--- src/rtl/als_pkg.sv ---
// Shared types and constants for the adjacency list symmetrize block.
// No dependencies; als_ctrl, als_dp and the top level import this package.
package als_pkg;

  localparam int MAX_VERTICES = 64;
  localparam int MAX_ENTRIES  = 1024;

  localparam int VW       = 6;                         // vertex field width
  localparam int NW       = VW + 1;                    // vertex count width
  localparam int NSLOTS   = 2 ** VW;                   // mask bits
  localparam int EW       = $clog2(MAX_ENTRIES);       // entry address width
  localparam int CW       = $clog2(MAX_ENTRIES + 1);   // entry count width
  localparam int RAM_W    = 2 * VW;                    // owner and neighbor
  localparam int IN_DW    = 24;
  localparam int OUT_DW   = 8;

  typedef enum logic [1:0] {
    OP_LOAD  = 2'd0,
    OP_QUERY = 2'd1,
    OP_CLEAR = 2'd2,
    OP_NONE  = 2'd3
  } op_t;

  typedef enum logic [1:0] {
    ST_OK    = 2'd0,
    ST_FULL  = 2'd1,
    ST_RANGE = 2'd2
  } status_t;

  typedef enum logic [1:0] {
    S_IDLE   = 2'd0,
    S_SCAN   = 2'd1,
    S_SWEEP  = 2'd2,
    S_FINISH = 2'd3
  } state_t;

  typedef struct packed {
    logic idle;
    logic scan;
    logic sweep;
    logic finish;
  } cmd_t;

  typedef struct packed {
    logic qry_go;
    logic scan_done;
    logic sweep_done;
    logic fin_ok;
  } sts_t;

endpackage

--- src/rtl/als_ctrl.sv ---
// Query sequencer: idle, scan the entry store, sweep the incoming mask, finish.
// Depends on als_pkg for the state, command and status types.
module als_ctrl
  import als_pkg::*;
(
  input  logic clk,
  input  logic rst_n,
  input  sts_t sts,
  output cmd_t cmd
);

  state_t state_r, state_nxt;

  always_ff @(posedge clk) begin
    if (!rst_n) begin
      state_r <= S_IDLE;
    end else begin
      state_r <= state_nxt;
    end
  end

  always_comb begin
    state_nxt = state_r;
    cmd       = '0;
    case (state_r)
      S_IDLE: begin
        cmd.idle = 1'b1;
        if (sts.qry_go) state_nxt = S_SCAN;
      end
      S_SCAN: begin
        cmd.scan = 1'b1;
        if (sts.scan_done) state_nxt = S_SWEEP;
      end
      S_SWEEP: begin
        cmd.sweep = 1'b1;
        if (sts.sweep_done) state_nxt = S_FINISH;
      end
      S_FINISH: begin
        cmd.finish = 1'b1;
        if (sts.fin_ok) state_nxt = S_IDLE;
      end
      default: begin
        state_nxt = S_IDLE;
      end
    endcase
  end

endmodule

--- config.mk ---
export PLATFORM = sky130hd
export DESIGN_NAME = als_ctrl
export DESIGN_NICKNAME = d
export VERILOG_FILES = /design/src/rtl/als_pkg.sv /design/src/rtl/als_ctrl.sv
export SDC_FILE = /design/constraint.sdc
export NUM_CORES = 1
export LEC_CHECK = 0
export ABC_AREA = 1
export BUFFER_PORTS_ARGS = -buffer_cell sky130_fd_sc_hd__buf_2
export CAP_MARGIN = 30
export CORE_AREA = 5 5 42 44
export CTS_CLUSTER_DIAMETER = 40
export CTS_CLUSTER_SIZE = 25
export DETAILED_ROUTE_END_ITERATION = 10
export DIE_AREA = 0 0 47 49
export SLEW_MARGIN = 5
export SYNTH_ARGS = -nofsm -noshare
export SYNTH_HDL_FRONTEND = slang
export SYNTH_SLANG_ARGS = --single-unit
--- constraint.sdc ---
create_clock -name clk -period 1.4 [get_ports clk]
set_input_delay 0.35 -clock clk [delete_from_list [all_inputs] [get_ports clk]]
set_output_delay 0.35 -clock clk [all_outputs]
set_load 0.005 [all_outputs]
==> impl_metrics.json, run 1 <==
{
  "wl_per_cell_um": 6.965,
  "cp-start-kind": "register",
  "status": "finished clean",
  "regMostFlops": "state_r",
  "die_h_um": 49,
  "grt_pass1_wl_um": 579,
  "grt_pass1_vias": 144,
  "max_stage_delay_ps": 340,
  "p_leak_nw": 0.1748,
  "area_delta_synth_final_pct": 47.06,
  "ir_drop_mv": 0.3262,
  "hpwl_um": 312.5,
  "rsz0062_at_grt": "false",
  "p_per_area_nw_per_um2": 1776,
  "clock_latency_ps": 230,
  "first_iter_violations": 4,
  "yosysTopAreaCellShare": 0.2614,
  "yosysSeqAreaShare": 0.2092,
  "rows": 14,
  "hp-class": "in -> reg",
  "post_cts_buffers": 0,
  "critPathKind": "reg -> out",
  "clkPwrFrac": 0.260,
  "slew_viol_final": 0,
  "syn_inst": 29,
  "cp_top_family": "flip-flops",
  "use_met2": 0.04751,
  "dr.pass1.iters": 2,
  "ys_warn_count": 0,
  "postSynthAreaPerCell_um2": 6.601,
  "ioPinCount": 10,
  "share_comb_of_total_power": 0.521,
  "drc": 0,
  "ys_ff_latch": 2,
  "die_w_um": 47,
  "setup_tns_ps": 0,
  "crit_path_top_delay_cell": "dfxtp_2",
  "yosys.area.top_type": "ha_1",
  "grt.total_usage": 0.04498,
  "layout-drive-gt1-share": 0.4390,
  "path_max_fanout": 4,
  "holdWs_ps": 349.7,
  "worst_pin_slew_ps": 101.7,
  "critPathBufInv": 2,
  "reg.largest.list": "state_r (2)",
  "finalPower_mw": 0.5001,
  "wirelength_um": 397,
  "route.antenna.remaining_nets": 0,
  "cts_resized": 0,
  "core_area_um2": 1401,
  "top_usage_layer": "met3",
  "max_freq_mhz": 751.8,
  "cts_htree_levels": 1,
  "synth_nets": 39,
  "portBuffers": 9,
  "nets": 53,
  "internal-power_mw": 0.2988,
  "required_ps": 1050,
  "vias": 185,
  "fillers": 168,
  "netSwitchingPower_mw": 0.2012,
  "use_met3": 0.06273,
  "finalSetupViolCount": 0,
  "grt_overflow_total": 0,
  "die-area_um2": 2303,
  "critPathCaptureType": "primary output",
  "clkTransAtPathRegs_ps": 30,
  "initial_core_util": 0.1366,
  "maxCapViolations": 0,
  "swShare": 0.4024,
  "largest_reg_flops": 2,
  "timing.final.ws_setup_ps": 69.81,
  "cp.arrival_ps": 980,
  "hold_viol": 0,
  "viasPerCell": 3.246,
  "clk_path_buf_depth": 2,
  "layout_commonest_cell": "buf_2",
  "clkSinkCount": 2,
  "seq_power_share": 0.219,
  "cts_buffers": 3,
  "fin_crit_ps": 1330,
  "hold_buffers": 0,
  "gp_congestion": 0.7412,
  "period_share": 0.9501,
  "pre_cts_ws_ps": 210.8,
  "insertedDiodeCount": 0,
  "grt_max_degree": 5,
  "ys_types": 7,
  "path_cells": "inv_1 > ha_1 > buf_2",
  "antenna_found_initial": 0,
  "syn-cell-area_um2": 191.4,
  "clockRootBuffer": "clkbuf_4",
  "synthTopCellsByArea": "ha_1 (26%), dfxtp_1 (21%), inv_1 (14%), nand2_1 (14%), nand2_2 (9.8%)",
  "clock_skew_ps": 3.790,
  "slew_headroom": 0.9320,
  "cts_tree": "yes",
  "met1_usage": 0.03057,
  "final_cell_mix": "buf_2 (9), inv_1 (7), nand2_1 (7), nor2_1 (5), ha_1 (4)"
}
==> metrics by stage <==
step,instances,area [µm²],utilization
floorplan,29,191.4,-
global placement,54,256.5,0.1830
detailed placement,54,256.5,0.1830
CTS,57,279.0,0.1991
global route,57,281.5,0.2009
finish,57,281.5,0.2009
==> tightest hold or removal path, cell delays in order <==
cell,delay (ps)
buf_2,100
nand2_1,50
nor2_1,30
==> cell usage after synthesis (all sizes together) <==
library cell and count:
ha 4, inv 7, nor2 6, dfxtp 2, nand2 10
==> metal layers <==
layer | wire, µm | share of wire
met2 | 147 | 0.37
met5 | 0 | 0
met1 | 157 | 0.40
met3 | 91 | 0.23
met4 | 0 | 0
==> cells by family after synthesis <==
| kind of cell | share of synthesized area |
|---|---|
| adders and majority gates | 0.2614 |
| and+or+nand+nor | 0.3922 |
| buffers and inverters | 0.1373 |
| DFF | 0.2092 |
==> power by group through the flow <==
stage          clock network, mW  logic (mW)  registers, mW
6_report                   0.130       0.260          0.110
5_1_grt                    0.146       0.309          0.115
4_1_cts                    0.142       0.265          0.105
3_5_place_dp                   0       0.264          0.106
3_3_place_gp                   0       0.264          0.106
2_1_floorplan                  0       0.196          0.100
==> path summary, 6_finish.rpt <==
| kind | startpoint | to | slack [ps] | cells after the start |
|---|---|---|---|---|
| max | state_r[0] | cmd[3] | 70 | 3 |
| max reg2reg | state_r[0] | state_r[0] | 260 | 8 |
| min reg2reg | state_r[1] | state_r[1] | 500 | 2 |
| min | rst_n | state_r[1] | 350 | 3 |
==> cell type report <==
cell class | instances | area, µm² | share of cell area
multi-input cells | 20 | 125.1 | 0.4444
repair buffers | 9 | 45.04 | 0.1600
flip-flops and latches | 2 | 42.54 | 0.1511
inverters | 7 | 26.28 | 0.09333
clock buffers | 3 | 22.52 | 0.08000
well taps | 16 | 20.02 | 0.07111
(Power assumes the default switching activity.)
==> run 2: changes to the inputs <==
--- a/config.mk
+++ b/config.mk
@@ -13,6 +13,7 @@
 export CTS_CLUSTER_SIZE = 25
 export DETAILED_ROUTE_END_ITERATION = 10
 export DIE_AREA = 0 0 47 49
+export SETUP_SLACK_MARGIN = 0.2
 export SLEW_MARGIN = 5
 export SYNTH_ARGS = -nofsm -noshare
 export SYNTH_HDL_FRONTEND = slang
==> run 2 against run 1 <==
Effect of this change:
- non-clock buffer count rose by 1
- largest cell class unchanged
- critical path depth did not move
- clock power barely moved
- design area rose by 27%
- fmax rose by 4.2%
==> impl_metrics.json, run 2 (synthesis gave the netlist of run 1 again) <==
{
  "insertedDiodeCount": 0,
  "final_cell_mix": "nand2_1 (7), buf_2 (6), inv_1 (5), nor2_1 (5)",
  "period_share": 0.9116,
  "die_w_um": 47,
  "holdPathEnd": "state_r[1]",
  "hold_viol": 0,
  "status": "finished clean",
  "crit_path_top_delay_cell": "dfxtp_4",
  "cts_tree": "yes",
  "max_stage_delay_ps": 380,
  "whs_path_depth": 3,
  "worst_pin_slew_ps": 99.12,
  "min_from": "rst_n",
  "slew_headroom": 0.9337,
  "nets": 54,
  "path_cells": "inv_4 > ha_4 > buf_6",
  "cp_top_family": "flip-flops",
  "portBuffers": 9,
  "fillers": 163,
  "grt_pass1_vias": 175,
  "reg.largest.list": "state_r (2)",
  "cp.arrival_ps": 930,
  "ir_drop_mv": 0.4067,
  "clkSinkCount": 2,
  "critPathCaptureType": "primary output",
  "regMostFlops": "state_r",
  "finalSetupViolCount": 0,
  "slew_viol_final": 0,
  "r2r_slack_ps": 300,
  "largest_reg_flops": 2,
  "rsz0062_at_grt": "true",
  "first_iter_violations": 0,
  "layout_commonest_cell": "nand2_1",
  "initial_core_util": 0.1366,
  "maxCapViolations": 0,
  "hp-class": "in -> reg",
  "rows": 14,
  "p_per_area_nw_per_um2": 1865,
  "timing.final.ws_setup_ps": 123.7,
  "wirelength_um": 463,
  "wl_per_cell_um": 7.983,
  "ioPinCount": 10,
  "fin_util": 0.2554,
  "grt.total_usage": 0.05130,
  "pre_cts_ws_ps": 210.8,
  "cts_htree_levels": 1,
  "finalPower_mw": 0.6674,
  "max_freq_mhz": 783.5,
  "die-area_um2": 2303,
  "dr.pass1.iters": 1,
  "clock_skew_ps": 5.475,
  "antenna_found_initial": 0,
  "r2r-end": "state_r[0]",
  "critPathBufInv": 2,
  "route.antenna.remaining_nets": 0,
  "clockRootBuffer": "clkbuf_4",
  "critPathKind": "reg -> out",
  "grt_max_degree": 5,
  "viasPerCell": 3.448,
  "layout-drive-gt1-share": 0.5952,
  "required_ps": 1050,
  "grt_overflow_total": 0,
  "fin_crit_ps": 1276,
  "core_area_um2": 1401,
  "rr_worst_depth": 8,
  "vias": 200,
  "grt_pass1_wl_um": 703,
  "die_h_um": 49,
  "hold_buffers": 0,
  "path_max_fanout": 4,
  "clock_latency_ps": 230,
  "clkTransAtPathRegs_ps": 30,
  "clk_path_buf_depth": 2,
  "cp-start-kind": "register",
  "drc": 0,
  "area_delta_synth_final_pct": 86.93,
  "hpwl_um": 312.5,
  "regToRegStartpoint": "state_r[1]",
  "setup_tns_ps": 0,
  "gp_congestion": 0.7412,
  "p_leak_nw": 0.1849,
  "cts_buffers": 3
}
[run 2: cell count changes in the layout (fill, tap and decap cells not counted), moves of 2 or more]
cell and change:
ha_4 +3, buf_6 +3, inv_4 +2, ha_1 -4, buf_2 -3, dfxtp_2 -2
dfxtp_4 +2, inv_1 -2
[run 2: final cells by class]
class	instances	area [µm²]	area share
clock buffer	3	22.52	0.06294
inverter	7	31.28	0.08741
multi-input combinational	20	165.2	0.4615
sequential	2	47.55	0.1329
tap	16	20.02	0.05594
timing repair buffer	10	71.32	0.1993
[run 2: worst register-to-register path, cell delays in order, from the launching register on]
cell and delay [ps]:
dfxtp_4 380, inv_4 50, ha_4 160, nand2_2 60
nand2_2 60, nor2_4 130, nand2_1 60, nand2_1 50
nor2_1 40
[run 2: power breakdown]
part / switching [mW] / leakage [nW] / internal [mW]
registers: 0.0497 / 0.0178 / 0.0949
clock network: 0.0356 / 0.0138 / 0.0948
logic: 0.177 / 0.153 / 0.215
total: 0.262 / 0.185 / 0.405
[run 2: timing repair]
action                                  in CTS  in global routing
pin swaps                                    1                  2
endpoints found under the setup margin       4                  4
buffers inserted                             0                  1
gates cloned                                 0                  0
gates resized for setup                     18                  0
[run 2: per-stage QoR]
stage | hold WS, ps | area [µm²] | std cells
after detailed placement | 522.9 | 256.5 | 54
after global placement | 534.8 | 256.5 | 54
after floorplan | 470.4 | 191.4 | 29
after global routing | 352.2 | 357.8 | 58
after CTS | 336.9 | 350.3 | 57
final | 346.6 | 357.8 | 58
[run 2: worst max path at each step]
stage / startpoint / to / slack (ps) / cells past startpoint
4_1_cts: state_r[1] / cmd[3] / 110 / 3
6_report: state_r[1] / cmd[3] / 120 / 3
3_5_place_dp: state_r[0] / state_r[0] / 210 / 8
5_1_grt: state_r[1] / cmd[3] / 80 / 3
3_3_place_gp: state_r[0] / state_r[0] / 230 / 8
2_1_floorplan: state_r[0] / state_r[0] / 280 / 8
[run 2: metal layers]
metal / vias up / GRT usage / share of wire / wire, µm
met1: 81 / 0.03493 / 0.36 / 165
li1: 108 / - / - / -
met4: 0 / 0.05530 / 0 / 0
met2: 11 / 0.06335 / 0.45 / 208
met5: - / 0 / 0 / 0
met3: 0 / 0.06273 / 0.19 / 89
